==> src/rtl/lrps_pkg.sv <==
// lrps_pkg: shared types, codes and constants of the relay pulse sequencer
// no dependencies; imported by every module of the block
`default_nettype none

package lrps_pkg;

    localparam int NUM_COILS      = 66;
    localparam int COIL_WORD_W    = 33;
    localparam int TICK_W         = 16;
    localparam int RELAY_W        = 5;
    localparam int COIL_NUM_W     = 7;
    localparam int CFG_INDEX_W    = 2;
    localparam int IN_TDATA_W     = 8;
    localparam int OUT_TDATA_W    = 80;

    localparam logic [RELAY_W-1:0]    HOST_RELAY   = 5'd10;
    localparam logic [RELAY_W-1:0]    NUM_SINGLE   = 5'd13;
    localparam logic [RELAY_W-1:0]    NUM_RELAYS   = 5'd23;
    localparam logic [COIL_NUM_W-1:0] DUAL_BASE    = 7'd26;
    localparam int                    HOST_SET_COIL = 20;
    localparam int                    HOST_RST_COIL = 21;
    localparam logic [TICK_W-1:0]     TICK_MAX     = 16'hffff;

    localparam logic [TICK_W-1:0] PULSE_TICKS_RST  = 16'd30;
    localparam logic [TICK_W-1:0] SETTLE_TICKS_RST = 16'd100;
    localparam logic [TICK_W-1:0] STEP_TICKS_RST   = 16'd10;

    localparam logic [CFG_INDEX_W-1:0] REG_PULSE_TICKS  = 2'd0;
    localparam logic [CFG_INDEX_W-1:0] REG_SETTLE_TICKS = 2'd1;
    localparam logic [CFG_INDEX_W-1:0] REG_STEP_TICKS   = 2'd2;

    localparam logic OP_COMMAND = 1'b0;
    localparam logic OP_TICK    = 1'b1;

    typedef enum logic [2:0] {
        SEQ_IDLE         = 3'd0,
        SEQ_ON_PULSE     = 3'd1,
        SEQ_SETTLE       = 3'd2,
        SEQ_AFTER_STOP   = 3'd3,
        SEQ_AFTER_DEINIT = 3'd4,
        SEQ_OFF_PULSE    = 3'd5
    } seq_step_t;

    typedef struct packed {
        logic [TICK_W-1:0] pulse_ticks;
        logic [TICK_W-1:0] settle_ticks;
        logic [TICK_W-1:0] step_ticks;
    } lrps_cfg_t;

    typedef struct packed {
        logic               op;
        logic [RELAY_W-1:0] relay_index;
        logic               channel;
        logic               turn_on;
    } lrps_item_t;

    typedef struct packed {
        logic [NUM_COILS-1:0] coils;
        logic [TICK_W-1:0]    pulse_timer;
        logic                 driver_on;
        seq_step_t            step;
        logic [TICK_W-1:0]    elapsed;
    } lrps_state_t;

    typedef struct packed {
        logic [COIL_WORD_W-1:0] coils_low;
        logic [COIL_WORD_W-1:0] coils_high;
        logic                   driver_enable;
        logic                   host_stop_req;
        logic                   host_deinit_req;
        logic                   host_init_req;
        logic                   report_valid;
        logic [RELAY_W-1:0]     report_relay;
        logic                   report_on;
        logic                   sequence_busy;
    } lrps_result_t;

endpackage

`default_nettype wire

==> src/rtl/lrps_step.sv <==
// lrps_step: next-state and result logic for one item (command or tick)
// depends on lrps_pkg
`default_nettype none

module lrps_step
    import lrps_pkg::*;
(
    input  lrps_cfg_t    cfg,
    input  lrps_item_t   item,
    input  lrps_state_t  state,
    output lrps_state_t  state_next,
    output lrps_result_t result
);

    logic              busy;
    logic              host_cmd;
    logic [TICK_W-1:0] elapsed_inc;
    logic [TICK_W-1:0] step_wait;
    logic              step_done;
    seq_step_t         step_next;
    logic [TICK_W-1:0] elapsed_next;

    logic [NUM_COILS-1:0]  coils;
    logic [TICK_W-1:0]     timer;
    logic                  drv;
    logic                  stop_req;
    logic                  deinit_req;
    logic                  init_req;
    logic                  rep_valid;
    logic [RELAY_W-1:0]    rep_relay;
    logic                  rep_on;
    logic [COIL_NUM_W-1:0] coil_num;
    logic [RELAY_W-1:0]    dual_off;

    assign host_cmd    = (item.op == OP_COMMAND) && (item.relay_index == HOST_RELAY);
    assign elapsed_inc = (state.elapsed == TICK_MAX) ? state.elapsed
                                                     : state.elapsed + 16'd1;
    assign step_done   = (item.op == OP_TICK) && busy && (elapsed_inc >= step_wait);

    // sequence next state
    always_comb
    begin
        busy         = 1'b1;
        step_wait    = cfg.pulse_ticks;
        step_next    = state.step;
        elapsed_next = state.elapsed;
        case (state.step)
            SEQ_ON_PULSE:     step_wait = cfg.pulse_ticks;
            SEQ_SETTLE:       step_wait = cfg.settle_ticks;
            SEQ_AFTER_STOP:   step_wait = cfg.step_ticks;
            SEQ_AFTER_DEINIT: step_wait = cfg.step_ticks;
            SEQ_OFF_PULSE:    step_wait = cfg.pulse_ticks;
            default:          busy = 1'b0;
        endcase
        if (host_cmd && !busy)
        begin
            step_next    = item.turn_on ? SEQ_ON_PULSE : SEQ_AFTER_STOP;
            elapsed_next = '0;
        end
        else if ((item.op == OP_TICK) && busy)
        begin
            elapsed_next = elapsed_inc;
            if (step_done)
            begin
                elapsed_next = '0;
                case (state.step)
                    SEQ_ON_PULSE:     step_next = SEQ_SETTLE;
                    SEQ_AFTER_STOP:   step_next = SEQ_AFTER_DEINIT;
                    SEQ_AFTER_DEINIT: step_next = SEQ_OFF_PULSE;
                    default:          step_next = SEQ_IDLE;
                endcase
            end
        end
    end

    // coil number of a plain relay command
    assign dual_off = item.relay_index - NUM_SINGLE;
    always_comb
    begin
        if (item.relay_index < NUM_SINGLE)
            coil_num = {1'b0, item.relay_index, ~item.turn_on};
        else
            coil_num = DUAL_BASE + COIL_NUM_W'({dual_off[3:0], item.channel, ~item.turn_on});
    end

    // coils, timer, driver and result flags
    always_comb
    begin
        coils      = state.coils;
        timer      = state.pulse_timer;
        drv        = state.driver_on;
        stop_req   = 1'b0;
        deinit_req = 1'b0;
        init_req   = 1'b0;
        rep_valid  = 1'b0;
        rep_relay  = '0;
        rep_on     = 1'b0;
        if (item.op == OP_COMMAND)
        begin
            if (host_cmd)
            begin
                if (!busy)
                begin
                    if (item.turn_on)
                    begin
                        drv                  = 1'b1;
                        coils[HOST_SET_COIL] = 1'b1;
                        timer                = cfg.pulse_ticks;
                    end
                    else
                        stop_req = 1'b1;
                end
            end
            else if (item.relay_index < NUM_RELAYS)
            begin
                drv       = 1'b1;
                coils     = coils | (NUM_COILS'(1) << coil_num);
                timer     = cfg.pulse_ticks;
                rep_valid = 1'b1;
                rep_relay = item.relay_index;
                rep_on    = item.turn_on;
            end
        end
        else
        begin
            if ((state.pulse_timer == '0) || (state.pulse_timer > cfg.pulse_ticks))
            begin
                coils = '0;
                drv   = 1'b0;
                timer = '0;
            end
            else
                timer = state.pulse_timer - 16'd1;
            if (step_done)
            begin
                case (state.step)
                    SEQ_ON_PULSE:
                    begin
                        coils[HOST_SET_COIL] = 1'b0;
                        drv                  = 1'b0;
                    end
                    SEQ_SETTLE:
                    begin
                        init_req  = 1'b1;
                        rep_valid = 1'b1;
                        rep_relay = HOST_RELAY;
                        rep_on    = 1'b1;
                    end
                    SEQ_AFTER_STOP:
                        deinit_req = 1'b1;
                    SEQ_AFTER_DEINIT:
                    begin
                        drv                  = 1'b1;
                        coils[HOST_RST_COIL] = 1'b1;
                        timer                = cfg.pulse_ticks;
                    end
                    default:
                    begin
                        coils[HOST_RST_COIL] = 1'b0;
                        drv                  = 1'b0;
                        rep_valid            = 1'b1;
                        rep_relay            = HOST_RELAY;
                        rep_on               = 1'b0;
                    end
                endcase
            end
        end
    end

    assign state_next.coils       = coils;
    assign state_next.pulse_timer = timer;
    assign state_next.driver_on   = drv;
    assign state_next.step        = step_next;
    assign state_next.elapsed     = elapsed_next;

    assign result.coils_low       = coils[COIL_WORD_W-1:0];
    assign result.coils_high      = coils[NUM_COILS-1:COIL_WORD_W];
    assign result.driver_enable   = drv;
    assign result.host_stop_req   = stop_req;
    assign result.host_deinit_req = deinit_req;
    assign result.host_init_req   = init_req;
    assign result.report_valid    = rep_valid;
    assign result.report_relay    = rep_relay;
    assign result.report_on       = rep_on;
    assign result.sequence_busy   = (step_next != SEQ_IDLE);

endmodule

`default_nettype wire

==> src/rtl/latching_relay_pulse_sequencer_unit.sv <==
// latching relay pulse sequencer, top level: handshakes, registers, state
// depends on lrps_pkg and lrps_step
//
// usage
//  s_* carries items: tuser = op (0 relay command, 1 one tick of time),
//  tdata = relay_index, channel, turn_on. m_* carries one result item per
//  input item: coil words, driver enable, host requests, report, busy flag.
//  cfg_* writes the three tick registers (index 0 pulse, 1 settle, 2 step);
//  it is always ready and an index beyond the list is dropped.
// pipeline and throughput
//  an item sits in the input register and is then worked out and placed in
//  the output register, from which the result is offered. one item per cycle
//  is sustained while m_tready stays high; the relay and sequence state
//  update is a single registered step per item.
// reset
//  all coils off, driver off, timers zero, sequence idle, registers at
//  30, 100 and 10 ticks; both channels empty.
// stall
//  a held result keeps the output register; one more item waits in the input
//  register, after which s_tready drops until m_tready returns.
`default_nettype none

module latching_relay_pulse_sequencer_unit
    import lrps_pkg::*;
(
    input  wire logic                   clk,
    input  wire logic                   rst_n,
    input  wire logic                   s_tvalid,
    output      logic                   s_tready,
    input  wire logic [IN_TDATA_W-1:0]  s_tdata,   // relay_index[4:0], channel, turn_on, pad
    input  wire logic                   s_tuser,   // op
    output      logic                   m_tvalid,
    input  wire logic                   m_tready,
    output      logic [OUT_TDATA_W-1:0] m_tdata,   // coils_low[32:0], coils_high[32:0],
                                                   // driver_enable, host_stop_req,
                                                   // host_deinit_req, host_init_req,
                                                   // report_valid, report_relay[4:0],
                                                   // report_on, sequence_busy, pad
    input  wire logic                   cfg_valid,
    output      logic                   cfg_ready,
    input  wire logic [CFG_INDEX_W-1:0] cfg_index,
    input  wire logic [TICK_W-1:0]      cfg_data
);

    lrps_cfg_t    cfg_reg;
    lrps_item_t   item_reg;
    logic         in_valid_reg;
    lrps_state_t  state_reg;
    lrps_state_t  state_next;
    lrps_result_t result_next;
    lrps_result_t result_reg;
    logic         out_valid_reg;
    logic         advance;

    assign advance   = in_valid_reg && (!out_valid_reg || m_tready);
    assign s_tready  = !in_valid_reg || advance;
    assign cfg_ready = 1'b1;

    always_ff @(posedge clk or negedge rst_n)
    begin
        if (!rst_n)
        begin
            cfg_reg.pulse_ticks  <= PULSE_TICKS_RST;
            cfg_reg.settle_ticks <= SETTLE_TICKS_RST;
            cfg_reg.step_ticks   <= STEP_TICKS_RST;
        end
        else if (cfg_valid)
        begin
            case (cfg_index)
                REG_PULSE_TICKS:  cfg_reg.pulse_ticks  <= cfg_data;
                REG_SETTLE_TICKS: cfg_reg.settle_ticks <= cfg_data;
                REG_STEP_TICKS:   cfg_reg.step_ticks   <= cfg_data;
                default:          ;
            endcase
        end
    end

    // input register
    always_ff @(posedge clk or negedge rst_n)
    begin
        if (!rst_n)
            in_valid_reg <= 1'b0;
        else if (s_tready)
            in_valid_reg <= s_tvalid;
    end

    always_ff @(posedge clk)
    begin
        if (s_tvalid && s_tready)
        begin
            item_reg.op          <= s_tuser;
            item_reg.relay_index <= s_tdata[RELAY_W-1:0];
            item_reg.channel     <= s_tdata[RELAY_W];
            item_reg.turn_on     <= s_tdata[RELAY_W+1];
        end
    end

    lrps_step u_step (
        .cfg        (cfg_reg),
        .item       (item_reg),
        .state      (state_reg),
        .state_next (state_next),
        .result     (result_next)
    );

    // relay and sequence state
    always_ff @(posedge clk or negedge rst_n)
    begin
        if (!rst_n)
        begin
            state_reg.coils       <= '0;
            state_reg.pulse_timer <= '0;
            state_reg.driver_on   <= 1'b0;
            state_reg.step        <= SEQ_IDLE;
            state_reg.elapsed     <= '0;
        end
        else if (advance)
            state_reg <= state_next;
    end

    // output register
    always_ff @(posedge clk or negedge rst_n)
    begin
        if (!rst_n)
            out_valid_reg <= 1'b0;
        else if (!out_valid_reg || m_tready)
            out_valid_reg <= in_valid_reg;
    end

    always_ff @(posedge clk)
    begin
        if (advance)
            result_reg <= result_next;
    end

    assign m_tvalid = out_valid_reg;
    assign m_tdata  = {2'b00,
                       result_reg.sequence_busy,
                       result_reg.report_on,
                       result_reg.report_relay,
                       result_reg.report_valid,
                       result_reg.host_init_req,
                       result_reg.host_deinit_req,
                       result_reg.host_stop_req,
                       result_reg.driver_enable,
                       result_reg.coils_high,
                       result_reg.coils_low};

endmodule

`default_nettype wire

==> config.mk <==
export PLATFORM = sky130hd
export DESIGN_NAME = latching_relay_pulse_sequencer_unit
export DESIGN_NICKNAME = d
export VERILOG_FILES = /design/src/rtl/lrps_pkg.sv /design/src/rtl/lrps_step.sv /design/src/rtl/latching_relay_pulse_sequencer_unit.sv
export SDC_FILE = /design/constraint.sdc
export NUM_CORES = 1
export LEC_CHECK = 0
export BUFFER_PORTS_ARGS = -buffer_cell sky130_fd_sc_hd__clkbuf_2
export CAP_MARGIN = 20
export CORE_MARGIN = 3
export CORE_UTILIZATION = 64
export DETAILED_ROUTE_END_ITERATION = 10
export PLACE_DENSITY = 0.85
export SYNTH_ARGS = -nofsm -noshare
export SYNTH_HDL_FRONTEND = slang
export SYNTH_SLANG_ARGS = --single-unit
==> constraint.sdc <==
create_clock -name clk -period 5.79 [get_ports clk]
set_input_delay 0.8685 -clock clk [delete_from_list [all_inputs] [get_ports clk]]
set_output_delay 0.8685 -clock clk [all_outputs]
set_load 0.03 [all_outputs]
==> results.json, run 1 <==
{
  "via_count": 9154,
  "slowest_stage": "nor3_1",
  "setup_tns_ns": 0,
  "initial_core_util": 0.656,
  "fin_area_mm2": 0.0134,
  "area_growth_pct": 13.1,
  "cp_common_cell": "nor3_1",
  "htree_num_levels": 1,
  "tritoncts": "done",
  "rows": 49,
  "first_iter_violations": 910,
  "worstSetupStartpointType": "flop",
  "path_buf_inv": 1,
  "yosysTopAreaCell": "dfrtp_1",
  "ios": 115,
  "largest_reg_flops": 102,
  "cts.repair.resized": 0,
  "hold_class": "primary input to async pin",
  "drtAntennaViolNets": 0,
  "setup_slack_ns": 1.30,
  "ys_types": 82,
  "grt_antenna_before_repair": 0,
  "relSlewSlack": 0.365,
  "cts_sinks": 238,
  "grt_pass1_vias": 8791,
  "nFillCells": 1154,
  "clockBufferDepth": 3,
  "worst_path_largest_cell_delay_ns": 0.57,
  "synthTopCellsByArea": "dfrtp_1, edfxtp_1, a22o_1",
  "synth_edf_count": 86,
  "postCtsHoldBufs": 0,
  "wl_um": 28800,
  "drt_pre_antenna_iters": 5,
  "path_cells": "and4_1 > nand4_1 > nor3_1 > nor2_1 > nand3_1 > xnor2_1 > ha_1 > nand2_1 > nor3_1 > a21oi_1 > o21a_1 > o21ai_1 > buf_4 > o31ai_1 > a211o_1",
  "fin_crit_sh": 0.776,
  "highest_layer": "met4",
  "clkLatencyLatePin_ns": 0.55,
  "vias_per_cell": 6.68,
  "ys_ff_latch": 238,
  "post_cts_buffers": 0,
  "track_usage": 0.283,
  "hold_viol_final": 0,
  "met2_length_um": 13500,
  "fin_nets": 1192,
  "core_mm2": 0.0181,
  "worst_slew_pin_slew_ns": 0.953,
  "slew_viol_final": 0,
  "synth_top_area_frac": 0.302,
  "gp_congestion": 0.864,
  "wl_met3_um": 2310,
  "grt_overflow": 0,
  "drive_gt1_frac": 0.220,
  "port_buffers": 110,
  "period_minus_slack_ns": 4.49,
  "grt_pass1_wl_um": 46500,
  "fmax_mhz": 223,
  "peakVddDrop_mv": 0.282,
  "path_delay_family": "simple AND/OR/NAND/NOR gates",
  "cp_data_arrival_time_ns": 4.90,
  "dpl_worst_slack_ns": 1.45,
  "p_leak_nw": 5.61,
  "placed_cell_area_mm2": 0.0125,
  "cap_violations": 0,
  "numCtsBuffers": 25,
  "seq_area_frac_synth": 0.539,
  "finClkSkew_ns": 0.0267,
  "n_antenna_cell": 0,
  "synthCells": 1034,
  "grt_start_max_net_pins": 103,
  "avgSynthCellArea_um2": 11.5,
  "total_power_w": 0.00515,
  "worstSetupEndpointType": "flop",
  "yosysMostFrequentCell": "dfrtp_1",
  "synthArstFlopShare": 0.639,
  "synth_common_cells": "dfrtp_1, edfxtp_1, a22o_1",
  "synth_area_mm2": 0.0119,
  "hpwl_um": 18400,
  "cts-root-buf": "clkbuf_16",
  "required_ns": 6.20,
  "synth_ff_type": "dfrtp_1",
  "post_drt_wl_per_cell_um": 21.0,
  "p_per_area_mw_per_mm2": 384,
  "critPathKind": "flop to flop",
  "ff2ff_setup_slack_ns": 1.30,
  "finalSetupViolations": 0,
  "drc": 0,
  "ys_warn_count": 0,
  "die_area_mm2": 0.0202,
  "wirelength_met1_um": 12500,
  "clkTransAtPathRegs_ns": 0.06,
  "cp_max_fo": 12,
  "die_h_um": 142,
  "die_x_um": 142,
  "rsz0062_at_grt": "no",
  "status": "finished, final reports clean"
}
[metal layers]
metal / track usage / vias up
met4: 0.0753 / 0
met2: 0.435 / 446
met5: 0 / -
met3: 0.0504 / 41
met1: 0.421 / 4529
li1: - / 4138
[layout make-up]
class	instances	area (um2)	share of cell area
Sequential cell	238	6400	0.477
Multi-Input combinational cell	705	5090	0.379
Clock buffer	36	707	0.0527
Timing Repair Buffer	127	697	0.0519
Tap cell	229	287	0.0213
Clock inverter	10	149	0.0111
Inverter	25	95.1	0.00708
[cells in the final DEF, fill, tap and decap left out, types with 5 or more instances in the layout]
cell type  netlist  routed
edfxtp_1        86      86
clkbuf_16        0      25
nor3b_1          7       6
or3_1           23      23
dfstp_2          9       9
o2bb2ai_1       57      57
nor2_1          43      43
and2_1           7       7
clkbuf_2         0     109
xnor2_1          9       9
a211o_1          8       8
or4_1            5       5
xor2_1           5       5
nor4_1           6       6
nand2_2          4       5
nand4_1          7       7
or2_2            5       5
nand2_1         67      66
dfrtp_1        143     143
mux2_2          36      36
nor3_1          26      26
o21a_1           5       5
o21ai_0         70      70
o22ai_1         17      17
o211ai_1        23      23
a21oi_1         26      26
nor2b_1         10      10
clkbuf_1        43       7
a22o_1          82      82
ha_1            38      38
nand3_1         23      22
buf_4            6      16
nand2b_1        13      13
o31ai_1         13      13
inv_1           24      24
[final timing paths]
check                                     startpoint                         to  depth (start not counted)
min in group clk           state_reg[38]$_DFFE_PN0P_  state_reg[38]$_DFFE_PN0P_                          1
max reg2reg                 state_reg[3]$_DFFE_PN0P_  state_reg[26]$_DFFE_PN0P_                         15
max in group asynchronous                      rst_n  state_reg[66]$_DFFE_PN0P_                          2
max                         state_reg[3]$_DFFE_PN0P_  state_reg[26]$_DFFE_PN0P_                         15
min                                            rst_n   state_reg[5]$_DFFE_PN0P_                          1
min reg2reg                state_reg[38]$_DFFE_PN0P_  state_reg[38]$_DFFE_PN0P_                          1
[worst register-to-register path, cell delays in order, from the launching register on]
cell and delay [ns]:
dfrtp_1 0.46, and4_1 0.30, nand4_1 0.24, nor3_1 0.57
nor2_1 0.28, nand3_1 0.19, xnor2_1 0.09, ha_1 0.30
nand2_1 0.05, nor3_1 0.16, a21oi_1 0.14, o21a_1 0.32
o21ai_1 0.54, buf_4 0.32, o31ai_1 0.10, a211o_1 0.30
[power by group]
| group | internal (W) | total, W | switching, W | leakage [nW] |
|---|---|---|---|---|
| registers | 0.00200 | 0.00221 | 0.000214 | 2.82 |
| clock network | 0.000990 | 0.00166 | 0.000666 | 0.422 |
| logic | 0.000470 | 0.00128 | 0.000807 | 2.37 |
[metrics by stage]
step                cells  hold slack (ns)   util
detailed placement   1322            0.474  0.693
global route         1370            0.492  0.742
global placement     1322            0.469  0.693
floorplan            1035            0.457      -
CTS                  1368            0.489  0.741
finish               1370            0.443  0.742
[logic make-up (layout without fill, tap and decap cells)]
| kind of cell | Yosys count | after routing | share of synthesized area |
|---|---|---|---|
| other | 2 | 3 | 0.000633 |
| AOI/OAI and AO/OA | 338 | 338 | 0.212 |
| adders and majority gates | 38 | 38 | 0.0401 |
| muxes | 38 | 38 | 0.0369 |
| buffers and inverters | 92 | 198 | 0.0331 |
| DFF | 238 | 238 | 0.539 |
| and+or+nand+nor | 272 | 272 | 0.125 |
| xor gates and xnor gates | 16 | 16 | 0.0131 |
(Power assumes the default switching activity.)
==> inputs of run 2 (changes only) <==
--- a/config.mk
+++ b/config.mk
@@ -8,9 +8,9 @@
 export BUFFER_PORTS_ARGS = -buffer_cell sky130_fd_sc_hd__clkbuf_2
 export CAP_MARGIN = 20
 export CORE_MARGIN = 3
-export CORE_UTILIZATION = 64
+export CORE_UTILIZATION = 54
 export DETAILED_ROUTE_END_ITERATION = 10
-export PLACE_DENSITY = 0.85
+export PLACE_DENSITY = 0.77
 export SYNTH_ARGS = -nofsm -noshare
 export SYNTH_HDL_FRONTEND = slang
 export SYNTH_SLANG_ARGS = --single-unit
==> constraint.sdc (replaced) <==
create_clock -name clk -period 3.75 [get_ports clk]
set_input_delay 0.5625 -clock clk [delete_from_list [all_inputs] [get_ports clk]]
set_output_delay 0.5625 -clock clk [all_outputs]
set_load 0.03 [all_outputs]
==> results.json, run 2 (synthesized netlist as in run 1, its figures left out) <==
{
  "vias_per_cell": 6.19,
  "fin_nets": 1217,
  "hold_class": "primary input to async pin",
  "pwr-share-comb": 0.253,
  "drc": 0,
  "hpwl_um": 19700,
  "grt_overflow": 0,
  "n_antenna_cell": 0,
  "grt_start_max_net_pins": 73,
  "area_growth_pct": 16.0,
  "die_x_um": 154,
  "drtAntennaViolNets": 0,
  "htree_num_levels": 1,
  "post-route-util": 0.647,
  "post_drt_wl_per_cell_um": 19.9,
  "rsz0062_at_grt": "yes",
  "ff2ff_setup_slack_ns": 0.23,
  "clkTransAtPathRegs_ns": 0.06,
  "regArea_mm2": 0.00640,
  "period_minus_slack_ns": 3.52,
  "first_iter_violations": 732,
  "die_area_mm2": 0.0238,
  "intPower_w": 0.00550,
  "critPathKind": "flop to flop",
  "finClkSkew_ns": 0.00939,
  "track_usage": 0.237,
  "numCtsBuffers": 25,
  "wl_um": 28600,
  "fin_crit_sh": 0.939,
  "postCtsHoldBufs": 0,
  "p_seq_frac": 0.421,
  "initial_core_util": 0.557,
  "clockBufferDepth": 3,
  "p_per_area_mw_per_mm2": 588,
  "cts_sinks": 238,
  "ios": 115,
  "core_mm2": 0.0213,
  "rows": 53,
  "drt_pre_antenna_iters": 5,
  "peakVddDrop_mv": 0.401,
  "gp_congestion": 0.890,
  "required_ns": 4.19,
  "largest_reg_flops": 102,
  "port_buffers": 110,
  "finalSetupViolations": 0,
  "die_h_um": 154,
  "cts-root-buf": "clkbuf_16",
  "via_count": 8922,
  "worstSetupStartpointType": "flop",
  "clkPwrFrac": 0.327,
  "worst_slew_pin_slew_ns": 0.948,
  "layout_common_cells": "dfrtp_1, clkbuf_2, edfxtp_1",
  "nFillCells": 1627,
  "relSlewSlack": 0.366,
  "setup_tns_ns": 0,
  "cap_violations": 0,
  "fin_hold_ws_ns": 0.0321,
  "multi_input_area_mm2": 0.00514,
  "grt_pass1_vias": 8674,
  "power.switching_w": 0.00259,
  "switching_share": 0.321,
  "drive_gt1_frac": 0.247,
  "clkLatencyLatePin_ns": 0.53,
  "final_common_cell": "dfrtp_1",
  "worstSetupEndpointType": "flop",
  "grt_antenna_before_repair": 0,
  "fmax_mhz": 284,
  "status": "finished, final reports clean",
  "hold_viol_final": 0,
  "slew_viol_final": 0,
  "tritoncts": "done",
  "cp_max_fo": 26,
  "p_leak_nw": 5.76,
  "grt_pass1_wl_um": 46300,
  "cp_data_arrival_time_ns": 3.96
}
-- run 2: path summary, 6_finish.rpt --
check                                             to  cells after the start                 startpoint
max in group asynchronous   state_reg[0]$_DFFE_PN0P_                      2                      rst_n
max                        state_reg[21]$_DFFE_PN0P_                     15  state_reg[17]$_DFFE_PN0P_
min in group clk               item_reg[6]$_DFFE_PP_                      1                 s_tdata[4]
min reg2reg                state_reg[76]$_DFFE_PN0P_                      1  state_reg[76]$_DFFE_PN0P_
max reg2reg                state_reg[21]$_DFFE_PN0P_                     15  state_reg[17]$_DFFE_PN0P_
min                           cfg_reg[0]$_DFFE_PN0P_                      1                      rst_n
-- run 2: repair_timing --
| item | CTS | global route |
|---|---|---|
| resized for setup | 0 | 14 |
| setup endpoints to repair | 0 | 21 |
| buffers inserted | 0 | 1 |
-- run 2: critical path, stage by stage, from the launching register on --
cell and delay [ns]:
dfrtp_1 0.39, inv_1 0.18, buf_4 0.22, or3_1 0.38
o211ai_1 0.11, o21ai_0 0.10, o21ai_0 0.20, ha_1 0.34
a21oi_1 0.14, o21ai_0 0.11, a21oi_2 0.17, o21a_1 0.19
o21ai_1 0.11, buf_12 0.18, or4_1 0.48, o211ai_1 0.11
-- run 2: power by group through the flow --
stage          Sequential (W)  Clock (W)  Combinational, W
3_5_place_dp          0.00344          0           0.00199
4_1_cts               0.00340    0.00267           0.00201
5_1_grt               0.00345    0.00279           0.00226
2_1_floorplan         0.00350          0           0.00134
6_report              0.00340    0.00264           0.00204
3_3_place_gp          0.00343          0           0.00192
-- run 2: routing by layer --
layer / GRT usage / share of wire / vias to the layer above / wire length (um)
met5: 0 / 0 / - / 0
met4: 0.0547 / 0.016 / 0 / 445
met3: 0.0453 / 0.071 / 40 / 2040
met2: 0.371 / 0.47 / 300 / 13400
met1: 0.348 / 0.44 / 4387 / 12700
li1: - / - / 4195 / -
-- run 2: layout make-up --
type                       instances  area share
sequential                       238       0.465
multi-input combinational        705       0.373
timing repair buffer             152      0.0654
clock buffer                      35      0.0533
tap                              275      0.0250
clock inverter                    11      0.0115
inverter                          25     0.00691
-- run 2: per-stage QoR --
stage                     instances  area (um2)  setup slack [ns]  power [W]
after detailed placement       1393       12800             0.146    0.00543
after floorplan                1035       11900           -0.0337    0.00484
after global routing           1441       13800           -0.0227    0.00850
final                          1441       13800             0.228    0.00809
after global placement         1393       12800             0.234    0.00535
after CTS                      1439       13700             0.113    0.00808
